--- src/design/mlt_pkg.sv ---
// mlt_pkg: shared types and constants for the motion light timeout block.
// No dependencies; imported by every module under design/.
package mlt_pkg;

    // Field widths
    localparam int unsigned REQ_W     = 2;
    localparam int unsigned MINUTE_W  = 11;
    localparam int unsigned TIMEOUT_W = 10;
    localparam int unsigned CMD_W     = 2;
    localparam int unsigned CFG_IDX_W = 2;
    localparam int unsigned CFG_DAT_W = 11;
    localparam int unsigned S_DATA_W  = 16;
    localparam int unsigned M_DATA_W  = 8;

    // Request kinds (code 3 is unused and does nothing)
    localparam logic [REQ_W-1:0] REQ_RISE = 2'd0;
    localparam logic [REQ_W-1:0] REQ_FALL = 2'd1;
    localparam logic [REQ_W-1:0] REQ_TICK = 2'd2;

    // Light commands
    typedef enum logic [CMD_W-1:0] {
        CMD_NONE = 2'd0,
        CMD_ON   = 2'd1,
        CMD_OFF  = 2'd2
    } cmd_t;

    // Register indexes
    localparam logic [CFG_IDX_W-1:0] CFG_TIMEOUT      = 2'd0;
    localparam logic [CFG_IDX_W-1:0] CFG_WINDOW_START = 2'd1;
    localparam logic [CFG_IDX_W-1:0] CFG_WINDOW_STOP  = 2'd2;

    // Register reset values
    localparam logic [TIMEOUT_W-1:0] TIMEOUT_RST      = 10'd5;
    localparam logic [MINUTE_W-1:0]  WINDOW_START_RST = 11'd420;
    localparam logic [MINUTE_W-1:0]  WINDOW_STOP_RST  = 11'd1320;

    typedef struct packed {
        logic [TIMEOUT_W-1:0] timeout_minutes;
        logic [MINUTE_W-1:0]  window_start_minute;
        logic [MINUTE_W-1:0]  window_stop_minute;
    } cfg_t;

    typedef struct packed {
        logic [REQ_W-1:0]    req_type;
        logic                sensor_level;
        logic [MINUTE_W-1:0] minute_of_day;
    } item_t;

    typedef struct packed {
        cmd_t light_cmd;
        logic final_on;
    } result_t;

endpackage

--- src/design/mlt_cfg.sv ---
// mlt_cfg: configuration registers (timeout and active window).
// Depends on mlt_pkg.
module mlt_cfg (
    input  logic                           aclk,
    input  logic                           aresetn,
    input  logic                           cfg_we,
    input  logic [mlt_pkg::CFG_IDX_W-1:0]  cfg_index,
    input  logic [mlt_pkg::CFG_DAT_W-1:0]  cfg_wdata,
    output mlt_pkg::cfg_t                  cfg
);
    import mlt_pkg::*;

    cfg_t cfg_reg;

    // Register writes; unknown indexes are dropped
    always_ff @(posedge aclk) begin
        if (!aresetn) begin
            cfg_reg.timeout_minutes     <= TIMEOUT_RST;
            cfg_reg.window_start_minute <= WINDOW_START_RST;
            cfg_reg.window_stop_minute  <= WINDOW_STOP_RST;
        end else if (cfg_we) begin
            case (cfg_index)
                CFG_TIMEOUT:      cfg_reg.timeout_minutes     <= cfg_wdata[TIMEOUT_W-1:0];
                CFG_WINDOW_START: cfg_reg.window_start_minute <= cfg_wdata[MINUTE_W-1:0];
                CFG_WINDOW_STOP:  cfg_reg.window_stop_minute  <= cfg_wdata[MINUTE_W-1:0];
                default: ;
            endcase
        end
    end

    assign cfg = cfg_reg;

endmodule

--- src/design/mlt_step.sv ---
// mlt_step: timer state and the per-event decision logic.
// Depends on mlt_pkg. State advances only on cycles where step_en is high.
module mlt_step (
    input  logic              aclk,
    input  logic              aresetn,
    input  logic              step_en,
    input  mlt_pkg::item_t    item,
    input  mlt_pkg::cfg_t     cfg,
    output mlt_pkg::result_t  result
);
    import mlt_pkg::*;

    logic [TIMEOUT_W-1:0] remaining_reg, remaining_next;
    logic                 active_reg, active_next;
    logic                 armed_reg, armed_next;
    logic                 in_window;

    // Strict window test; empty when start >= stop
    assign in_window = (item.minute_of_day > cfg.window_start_minute) &&
                       (item.minute_of_day < cfg.window_stop_minute);

    // Next state and result for the event at the stage head
    always_comb begin
        remaining_next  = remaining_reg;
        active_next     = active_reg;
        armed_next      = armed_reg;
        result.light_cmd = CMD_NONE;
        result.final_on  = 1'b0;
        case (item.req_type)
            REQ_RISE: begin
                if (!active_reg) begin
                    if (in_window) begin
                        armed_next       = 1'b1;
                        result.light_cmd = CMD_ON;
                    end else if (armed_reg) begin
                        armed_next       = 1'b0;
                        result.light_cmd = CMD_ON;
                        result.final_on  = 1'b1;
                    end
                end
                active_next    = 1'b0;
                remaining_next = '0;
            end
            REQ_FALL: begin
                active_next    = 1'b1;
                remaining_next = cfg.timeout_minutes;
            end
            REQ_TICK: begin
                if (active_reg) begin
                    if (remaining_reg <= TIMEOUT_W'(1)) begin
                        active_next    = 1'b0;
                        remaining_next = '0;
                        if (!item.sensor_level && (in_window || armed_reg))
                            result.light_cmd = CMD_OFF;
                    end else begin
                        remaining_next = remaining_reg - TIMEOUT_W'(1);
                    end
                end
            end
            default: ;
        endcase
    end

    // State registers
    always_ff @(posedge aclk) begin
        if (!aresetn) begin
            remaining_reg <= '0;
            active_reg    <= 1'b0;
            armed_reg     <= 1'b1;
        end else if (step_en) begin
            remaining_reg <= remaining_next;
            active_reg    <= active_next;
            armed_reg     <= armed_next;
        end
    end

endmodule

--- src/design/motion_light_timeout_top.sv ---
// motion_light_timeout_top: motion-sensor light controller with timeout.
// Depends on mlt_pkg, mlt_cfg and mlt_step.
//
//   channel | direction | carries
//   --------+-----------+------------------------------------------------
//   s_      | in        | event: kind in tuser, level and minute in tdata
//   m_      | out       | light command and final-on flag in tdata
//   cfg_    | in        | register writes, no read-back
//
// One event per cycle unless the output stalls. A transfer lands in the
// input register, the decision logic evaluates it combinationally and the
// result register takes it. A stalled result register holds the input
// stage; the input register still accepts while it is empty or draining.
// Reset is synchronous, active low, and clears both stages and timer state.
module motion_light_timeout_top (
    input  logic                                aclk,
    input  logic                                aresetn,
    // [0] sensor_level, [11:1] minute_of_day, [15:12] zero
    input  logic [mlt_pkg::S_DATA_W-1:0]        s_tdata,
    // [1:0] req_type
    input  logic [mlt_pkg::REQ_W-1:0]           s_tuser,
    input  logic                                s_tvalid,
    output logic                                s_tready,
    // [1:0] light_cmd, [2] final_on, [7:3] zero
    output logic [mlt_pkg::M_DATA_W-1:0]        m_tdata,
    output logic                                m_tvalid,
    input  logic                                m_tready,
    input  logic                                cfg_we,
    input  logic [mlt_pkg::CFG_IDX_W-1:0]       cfg_index,
    input  logic [mlt_pkg::CFG_DAT_W-1:0]       cfg_wdata
);
    import mlt_pkg::*;

    cfg_t    cfg;
    item_t   in_item_reg;
    logic    in_valid_reg;
    result_t out_result_reg;
    result_t step_result;
    logic    out_valid_reg;
    logic    out_free;
    logic    step_en;

    mlt_cfg u_cfg (
        .aclk      (aclk),
        .aresetn   (aresetn),
        .cfg_we    (cfg_we),
        .cfg_index (cfg_index),
        .cfg_wdata (cfg_wdata),
        .cfg       (cfg)
    );

    // Handshake between stages
    assign out_free = !out_valid_reg || m_tready;
    assign step_en  = in_valid_reg && out_free;
    assign s_tready = !in_valid_reg || out_free;

    // Input register
    always_ff @(posedge aclk) begin
        if (!aresetn) begin
            in_valid_reg <= 1'b0;
        end else if (s_tready) begin
            in_valid_reg <= s_tvalid;
        end
    end

    always_ff @(posedge aclk) begin
        if (s_tready && s_tvalid) begin
            in_item_reg.req_type      <= s_tuser;
            in_item_reg.sensor_level  <= s_tdata[0];
            in_item_reg.minute_of_day <= s_tdata[MINUTE_W:1];
        end
    end

    mlt_step u_step (
        .aclk    (aclk),
        .aresetn (aresetn),
        .step_en (step_en),
        .item    (in_item_reg),
        .cfg     (cfg),
        .result  (step_result)
    );

    // Result register
    always_ff @(posedge aclk) begin
        if (!aresetn) begin
            out_valid_reg <= 1'b0;
        end else if (out_free) begin
            out_valid_reg <= in_valid_reg;
        end
    end

    always_ff @(posedge aclk) begin
        if (step_en) begin
            out_result_reg <= step_result;
        end
    end

    assign m_tvalid = out_valid_reg;
    assign m_tdata  = {(M_DATA_W - CMD_W - 1)'(0), out_result_reg.final_on,
                       out_result_reg.light_cmd};

endmodule
--- config.mk ---
export PLATFORM = sky130hd
export DESIGN_NAME = motion_light_timeout_top
export DESIGN_NICKNAME = d
export VERILOG_FILES = /design/src/design/mlt_pkg.sv /design/src/design/mlt_cfg.sv /design/src/design/mlt_step.sv /design/src/design/motion_light_timeout_top.sv
export SDC_FILE = /design/constraint.sdc
export NUM_CORES = 1
export LEC_CHECK = 0
export BUFFER_PORTS_ARGS = -buffer_cell sky130_fd_sc_hd__buf_2
export CAP_MARGIN = 20
export CORE_ASPECT_RATIO = 1.25
export CORE_MARGIN = 8
export CORE_UTILIZATION = 50
export DETAILED_ROUTE_END_ITERATION = 8
export PLACE_DENSITY = 0.7
export SLEW_MARGIN = 20
export SYNTH_ARGS = -nofsm -noshare
export SYNTH_HDL_FRONTEND = slang
export SYNTH_HIERARCHICAL = 1
export SYNTH_SLANG_ARGS = --single-unit
export TNS_END_PERCENT = 50
--- constraint.sdc ---
create_clock -name aclk -period 2.07 [get_ports aclk]
set_input_delay 0.207 -clock aclk [delete_from_list [all_inputs] [get_ports aclk]]
set_output_delay 0.207 -clock aclk [all_outputs]
set_load 0.01 [all_outputs]
Yosys cells after proc, flatten, opt, wreduce, memory -nomap -nowiden
Index checks and enable logic that the tools add are counted.
Widths: inputs -> output; s select.
{ "totals": {"register_bits": 63, "in_bits": 36, "output_inout_bits": 10, "word_cells": 59} }
{ "op_classes": {"n_addsub": 1, "order_cmp": 3, "eq_ne": 5, "n_mux": 15, "bitwise": 2, "n_reduce_logical": 20} }
{ "op_table": {"columns": ["operator", "n"], "rows": [
  ["$pmux 10 s3", 1],
  ["$mux 10", 2],
  ["$gt 11x11->1", 1],
  ["$lt 11x11->1", 1],
  ["$le 10x1->1 const B", 1],
  ["$sub 10x1->10 const B", 1],
  ["$mux 2", 4],
  ["$reduce_and 2->1", 4],
  ["$reduce_and 3->1", 2],
  ["$mux 1", 5],
  ["$eq 2x1->1 const B", 2],
  ["$eq 2x2->1 const B", 2],
  ["$logic_and 1x1->1", 4],
  ["$logic_not 2->1", 2],
  ["$pmux 2 s2", 1],
  ["$logic_not 1->1", 3],
  ["$logic_or 1x1->1", 3],
  ["$mux 3", 1],
  ["$pmux 1 s3", 1],
  ["$reduce_bool 3->1", 1],
  ["$reduce_or 3->1", 1],
  ["$ne 2x1->1 const B", 1],
  ["$not 1->1", 2]
]} }

Logic depth before layout (Yosys ltp)
Gate-level depths: netlist of the first run.
{ "logic_depth": {"depth_word": 8, "depth_mapped": 7, "mapped_depth_nobuf": 7} }

Cells and area by module
Netlist of the first run, hierarchy kept.
{ "by_module_without_submodules": {"columns": ["mod", "instances", "cells_per_inst", "area_each_um2", "seq_area_each_um2"], "rows": [
  ["mlt_step", 1, 181, 1432.6, 240.2],
  ["mlt_cfg", 1, 129, 1298.7, 640.6],
  ["motion_light_timeout_top", 1, 32, 655.6, 550.5]
]} }

Worst setup path after synthesis of the first run
Ideal clock, no wire load.
{ "synth_path": {"kind": "register to register", "from": "register in_item_reg[10] in the netlist's numbering", "to": "register out_result_reg (netlist bit m_tdata[1]), data pin", "setup_time_ps": 190, "arrival_ps": 1585, "required_time_ps": 1880, "path_slack_ps": 295, "stages_incl_launch_ff": 7, "n_path_buf": 0, "period_less_slack_ps": 1775, "cell_sequence": "edfxtp_1 > ha_1 > nand4_1 > a211oi_1 > a2111o_1 > o211ai_2 > a2111oi_2"} }
{ "synth_rtl": {"columns": ["item", "line", "text"], "rows": [
  ["start: declaration", "motion_light_timeout_top.sv:35", "item_t in_item_reg;"],
  ["end signal: assignment", "motion_light_timeout_top.sv:94", "out_result_reg <= step_result;"],
  ["end: declaration", "motion_light_timeout_top.sv:37", "result_t out_result_reg;"]
]} }

==> results of run 1 <==
## critical path, delay by kind of cell (launching register included)
family / cells / cell delay (ns)
simple gates: 1 / 0.15
compound gates: 4 / 0.91
fa+ha+maj: 1 / 0.35
buf+inv: 1 / 0.07
flops: 1 / 0.36
## synthesized netlist by cell type, drive strengths merged, types with 3 or more instances
master   count
dfxtp       46
nand2       45
inv         37
mux2i       29
ha          27
edfxtp      17
a21oi       14
buf         13
nor2b       13
o21ai       11
nor2        10
nand3        7
o211ai       7
clkbuf       5
nand4        5
a31oi        4
nand3b       4
o2bb2ai      4
a21boi       3
a32oi        3
and3         3
nand4b       3
nor3         3
## cells by family after synthesis
group / share of synthesized area, %
multiplexers: 8.57
AND/OR/NAND/NOR: 17.4
other: 0.111
AO/OA/AOI/OAI: 14.0
XOR/XNOR: 0.259
adder cells (fa/ha/maj): 9.97
flip-flops: 42.3
buffers and inverters: 7.46
## cell type report
type	instances	area (µm²)
clock buffers	9	124
repair buffers	44	240
well taps	87	109
flip-flops and latches	63	1430
fillers	569	2680
multi-input cells	228	1750
inverters	37	139
clock inverters	7	97.6
## what timing repair did
| action | in CTS | in global routing |
|---|---|---|
| resized for setup | 0 | 4 |
| hold endpoints to repair | 0 | 0 |
| setup endpoints to repair | 0 | 2 |
## path summary, 6_finish.rpt
check	end	slack [ns]	cells past startpoint
worst min register to register	u_cfg/cfg[0]	0.46	2
worst max-delay path	m_tdata[1]	0.05	7
worst max register to register	m_tdata[1]	0.05	7
worst min-delay path	in_item_reg[11]	0.03	1
## power by group through the flow
stage / logic, mW / registers, mW / clock network, mW
2_1_floorplan: 0.249 / 1.37 / 0
3_3_place_gp: 0.335 / 1.37 / 0
3_5_place_dp: 0.346 / 1.38 / 0
4_1_cts: 0.350 / 1.35 / 1.20
5_1_grt: 0.398 / 1.35 / 1.27
6_report: 0.360 / 1.35 / 1.18
## stage by stage
step	setup slack (ns)	cell area (µm²)	util (%)	std cells	power, mW
2_1_floorplan	0.295	3400	-	346	1.62
3_3_place_gp	0.131	3640	55.4	459	1.71
3_5_place_dp	0.0531	3640	55.4	459	1.72
4_1_cts	0.0105	3860	58.8	475	2.90
5_1_grt	0.0113	3890	59.2	475	3.02
6_report	0.0476	3890	59.2	475	2.89
## per-layer routing
metal / up-vias / GRT usage, %
met1: 1211 / 17.2
met3: 14 / 3.95
met4: 0 / 8.34
li1: 1281 / -
met2: 66 / 27.1
met5: - / 0
==> results.py, run 1 <==
metrics = {
    "timing": {
        "fin_tns_setup_ns": 0,
        "worstMarginPinSlew_ns": 0.637,
        "period_minus_slack_ns": 2.02,
        "slew-limit-headroom_pct": 57.6,
        "final-max-slew-violation-count": 0,
        "hold_violations": 0,
        "setup_viol": 0,
        "rsz0062_at_grt": "no",
        "period_share_pct": 97.7,
        "max_freq_mhz": 494,
        "holdWs_ns": 0.0273,
        "finalClockSkew_ns": 0.0154,
    },
    "route": {
        "vias": 2572,
        "drt_wl_total_mm": 7.20,
        "remaining_drc_errors": 0,
        "viasPerCell": 5.41,
        "final_antenna_net_count": 0,
        "wl_met3_um": 374,
        "wl_per_cell_um": 15.1,
        "drtIter0Drc": 137,
        "top_layer": "met4",
        "wl_met2_mm": 3.70,
        "m1WireLength_mm": 2.97,
        "firstDrtPassIters": 4,
    },
    "finish": {
        "layout.nets": 446,
        "final_common_cell": "dfxtp_1",
        "largest_reg_flops": 32,
        "drive_above_1_share_pct": 20.1,
        "num_antenna_cells": 0,
        "area_delta_synth_final_pct": 14.8,
        "final_cell_mix": "46 x dfxtp_1, 45 x nand2_1, 37 x inv_1",
    },
    "clocking": {
        "cts_buffers": 9,
        "htree_levels": 3,
        "cts_setup_buffers": 0,
        "cts_hold_buffers": 0,
        "cts-root-buf": "clkbuf_8",
        "clk_pin_slew_ns": 0.08,
        "cts_tree": "built",
        "clk_path_buf_depth": 2,
        "clock_latency_ns": 0.35,
        "numClockSinks": 63,
    },
    "grt": {
        "grt_max_degree": 30,
        "overflow": 0,
        "grt_pass1_vias": 2570,
        "antenna_found_initial": 0,
        "grt_pass1_wl_mm": 11.7,
        "track_usage_pct": 15.7,
    },
    "synth": {
        "yosysWarnings": 6,
        "synth_top_area_share_pct": 27.2,
        "ys_types": 58,
        "synth-seq-area-share_pct": 42.3,
        "async_flop_share_pct": 0,
        "ys_top_cells_by_area": "dfxtp_1 27%, edfxtp_1 15%, ha_1 10%, mux2i_1 8.6%, nand2_1 5.0%",
        "synth-edff-count": 17,
        "yosysTopAreaCell": "dfxtp_1",
        "avgSynthCellArea_um2": 9.90,
        "synth_area_um2": 3390,
        "synth_cells": 342,
        "ys.flop_type": "dfxtp_1",
        "ys_ff_latch": 63,
    },
    "worst_setup_path": {
        "cp_data_required_time_ns": 2.23,
        "critPathCaptureType": "flop",
        "rr_startpoint": "u_cfg/cfg[10]",
        "crit_path_cell_trace": "inv_1, ha_1, a21oi_1, nand3_1, a41oi_2, o211ai_2, a2111oi_2",
        "crit_path_max_incr_delay_ns": 0.36,
        "cp_max_fo": 4,
        "critical_path.startpoint": "u_cfg/cfg[10]",
        "startpoint_type": "flop",
        "slowest_stage": "dfxtp_1",
        "path_class": "reg2reg",
        "crit_arrival_ns": 2.19,
    },
    "power_and_ir_drop": {
        "pwr-share-comb_pct": 12.4,
        "intPower_mw": 2.15,
        "cellLeakagePower_nw": 1.73,
        "swShare_pct": 25.7,
        "peakVddDrop_mv": 0.563,
        "power.density_nw_per_um2": 744,
        "seq_power_share_pct": 46.6,
        "p_switching_uw": 743,
        "clockPowerShare_pct": 40.9,
    },
    "floorplan": {
        "io_pins": 46,
        "fp.dieW_um": 89.6,
        "core_area_um2": 6570,
        "floorplan.initialDensity_pct": 51.6,
        "dieArea_um2": 9680,
        "row_count": 33,
        "die_h_um": 108,
    },
    "place": {
        "port_buffers": 36,
        "gp_congestion": 0.879,
        "dpl.hpwl_mm": 5.36,
    },
    "hold_path": {
        "hp-class": "in2reg",
        "worstHoldStart": "s_tdata[0]",
    },
    "job": {
        "cap_violations": 0,
    },
    "status": {
        "status": "complete, no violations",
    },
}
No activity file was read; power rests on OpenSTA's default activity.
==> run 2, diff against run 1 <==
--- a/config.mk
+++ b/config.mk
@@ -11,7 +11,7 @@
 export CORE_MARGIN = 8
 export CORE_UTILIZATION = 50
 export DETAILED_ROUTE_END_ITERATION = 8
-export PLACE_DENSITY = 0.7
+export PLACE_DENSITY = 0.71
 export SLEW_MARGIN = 20
 export SYNTH_ARGS = -nofsm -noshare
 export SYNTH_HDL_FRONTEND = slang
==> run 2 against run 1 <==
Against the previous run:
- worst setup slack better by 0.060 ns
- sequential power hardly changed
- wire length is 1.3% lower
- design area is 0.74% lower
- worst hold slack better by 0.0034 ns
- register-to-register slack better by 0.06 ns
- critical path depth is 1 lower
- clock power is 12% lower
- cell count is 0.42% higher
- maximum frequency is 3.1% higher
- power is 5.2% lower
- global-route usage hardly changed
- largest power group unchanged
- highest routed layer unchanged
==> results.py, run 2 (same netlist as run 1, synthesis figures left out) <==
metrics = {
    "route": {
        "viasPerCell": 5.40,
        "drtIter0Drc": 119,
        "wl_per_cell_um": 14.9,
        "remaining_drc_errors": 0,
        "firstDrtPassIters": 4,
        "final_antenna_net_count": 0,
        "vias": 2578,
        "drt_wl_total_mm": 7.10,
    },
    "worst_setup_path": {
        "path_class": "reg2reg",
        "cp_max_fo": 4,
        "reg2reg_slack_ns": 0.11,
        "cp_data_required_time_ns": 2.15,
        "crit_path_max_incr_delay_ns": 0.45,
        "crit_family": "compound AO/OA/AOI/OAI gates",
        "startpoint_type": "flop",
        "crit_arrival_ns": 2.05,
        "critPathCaptureType": "flop",
        "crit_path_cell_trace": "ha_1, a21oi_1, o21ai_0, a2111o_1, o211ai_2, a2111oi_2",
        "crit_buf_inv": 0,
        "slowest_stage": "a2111o_1",
    },
    "grt": {
        "gr-usage-met1_pct": 16.7,
        "grt_use_met2_pct": 27.1,
        "antenna_found_initial": 0,
        "use_met3_pct": 4.93,
        "grt_pass1_wl_mm": 11.6,
        "grt_pass1_vias": 2624,
        "track_usage_pct": 15.8,
        "grt_max_degree": 34,
        "overflow": 0,
        "top_usage_layer": "met2",
    },
    "place": {
        "dpl.hpwl_mm": 5.26,
        "gp_congestion": 0.878,
        "dp.cells": 461,
        "dp_slack_ns": 0.102,
        "port_buffers": 36,
        "placed_area_um2": 3650,
    },
    "timing": {
        "fin_ws_ns": 0.108,
        "rsz0062_at_grt": "yes",
        "slew-limit-headroom_pct": 55.6,
        "period_share_pct": 94.8,
        "worstMarginPinSlew_ns": 0.665,
        "period_minus_slack_ns": 1.96,
        "hold_violations": 0,
        "max_freq_mhz": 510,
        "final-max-slew-violation-count": 0,
        "finalClockSkew_ns": 0.00514,
        "setup_viol": 0,
    },
    "power_and_ir_drop": {
        "peakVddDrop_mv": 0.465,
        "cellLeakagePower_nw": 1.73,
        "power.density_nw_per_um2": 710,
        "total_power_mw": 2.74,
    },
    "job": {
        "cap_violations": 0,
    },
    "floorplan": {
        "io_pins": 46,
        "fp.dieW_um": 89.6,
        "floorplan.initialDensity_pct": 51.6,
        "die_h_um": 108,
        "row_count": 33,
        "dieArea_um2": 9680,
        "core_area_um2": 6570,
    },
    "finish": {
        "area_delta_synth_final_pct": 13.9,
        "final_cells": 477,
        "layout.nets": 448,
        "final_cell_mix": "46 x dfxtp_1, 45 x nand2_1, 37 x inv_1",
        "drive_above_1_share_pct": 19.7,
        "final_cell_area_um2": 3860,
        "num-fill-cells": 577,
        "largest_reg_flops": 32,
        "final_common_cell": "dfxtp_1",
        "num_antenna_cells": 0,
    },
    "clocking": {
        "cts_tree": "built",
        "clock_latency_ns": 0.35,
        "clk_path_buf_depth": 2,
        "clk_pin_slew_ns": 0.07,
        "cts_hold_buffers": 0,
        "cts-root-buf": "clkbuf_8",
        "htree_levels": 3,
        "numClockSinks": 63,
        "cts_buffers": 9,
    },
    "hold_path": {
        "hp-class": "in2reg",
    },
    "status": {
        "status": "complete, no violations",
    },
}
run 2: cell count changes in the layout (fill, tap and decap cells not counted), sizes merged:
cell / change
bufinv: -2
buf: +2
clkbuf: +5
clkinv: -3
run 2: final timing paths:
kind,start,endpoint,cells past startpoint
hold / removal,s_tuser[0],in_item_reg[12],1
setup reg to reg,in_item_reg[6],m_tdata[1],6
setup / recovery,in_item_reg[6],m_tdata[1],6
hold reg to reg,u_cfg/cfg[23],u_cfg/cfg[23],2
run 2: cell type report:
type	instances	area, µm²	share of cell area [%]
inverters	37	139	3.60
clock buffers	14	184	4.77
repair buffers	46	255	6.61
multi-input cells	228	1730	44.8
flip-flops and latches	63	1430	37.1
clock inverters	2	12.5	0.324
well taps	87	109	2.82
run 2: metrics by stage:
step | utilization, % | hold WS [ns] | setup TNS, ns
global route | 58.8 | 0.00981 | -0.0300
finish | 58.8 | 0.0308 | 0
CTS | 58.6 | 0.0172 | 0
detailed placement | 55.6 | 0.385 | 0
global placement | 55.6 | 0.383 | 0
floorplan | - | 0.306 | 0
run 2: repair_timing:
item                       4_1_cts  5_1_grt
setup endpoints to repair        0        2
resized for setup                0        3
setup buffers                    0        0
run 2: power breakdown:
group          total [mW]  switching, mW  internal (mW)
logic               0.355          0.202          0.153
clock network        1.04          0.465          0.572
registers            1.35         0.0311           1.32
run 2: metal layers:
| metal | up-vias | wire (µm) |
|---|---|---|
| li1 | 1288 | - |
| met3 | 15 | 317 |
| met1 | 1210 | 2930 |
| met2 | 65 | 3710 |
| met4 | 0 | 153 |
| met5 | - | 0 |
run 2: worst register-to-register path, cell delays in order, from the launching register on:
cell       delay, ns
edfxtp_1        0.40
ha_1            0.32
a21oi_1         0.14
o21ai_0         0.14
a2111o_1        0.45
o211ai_2        0.13
a2111oi_2       0.12
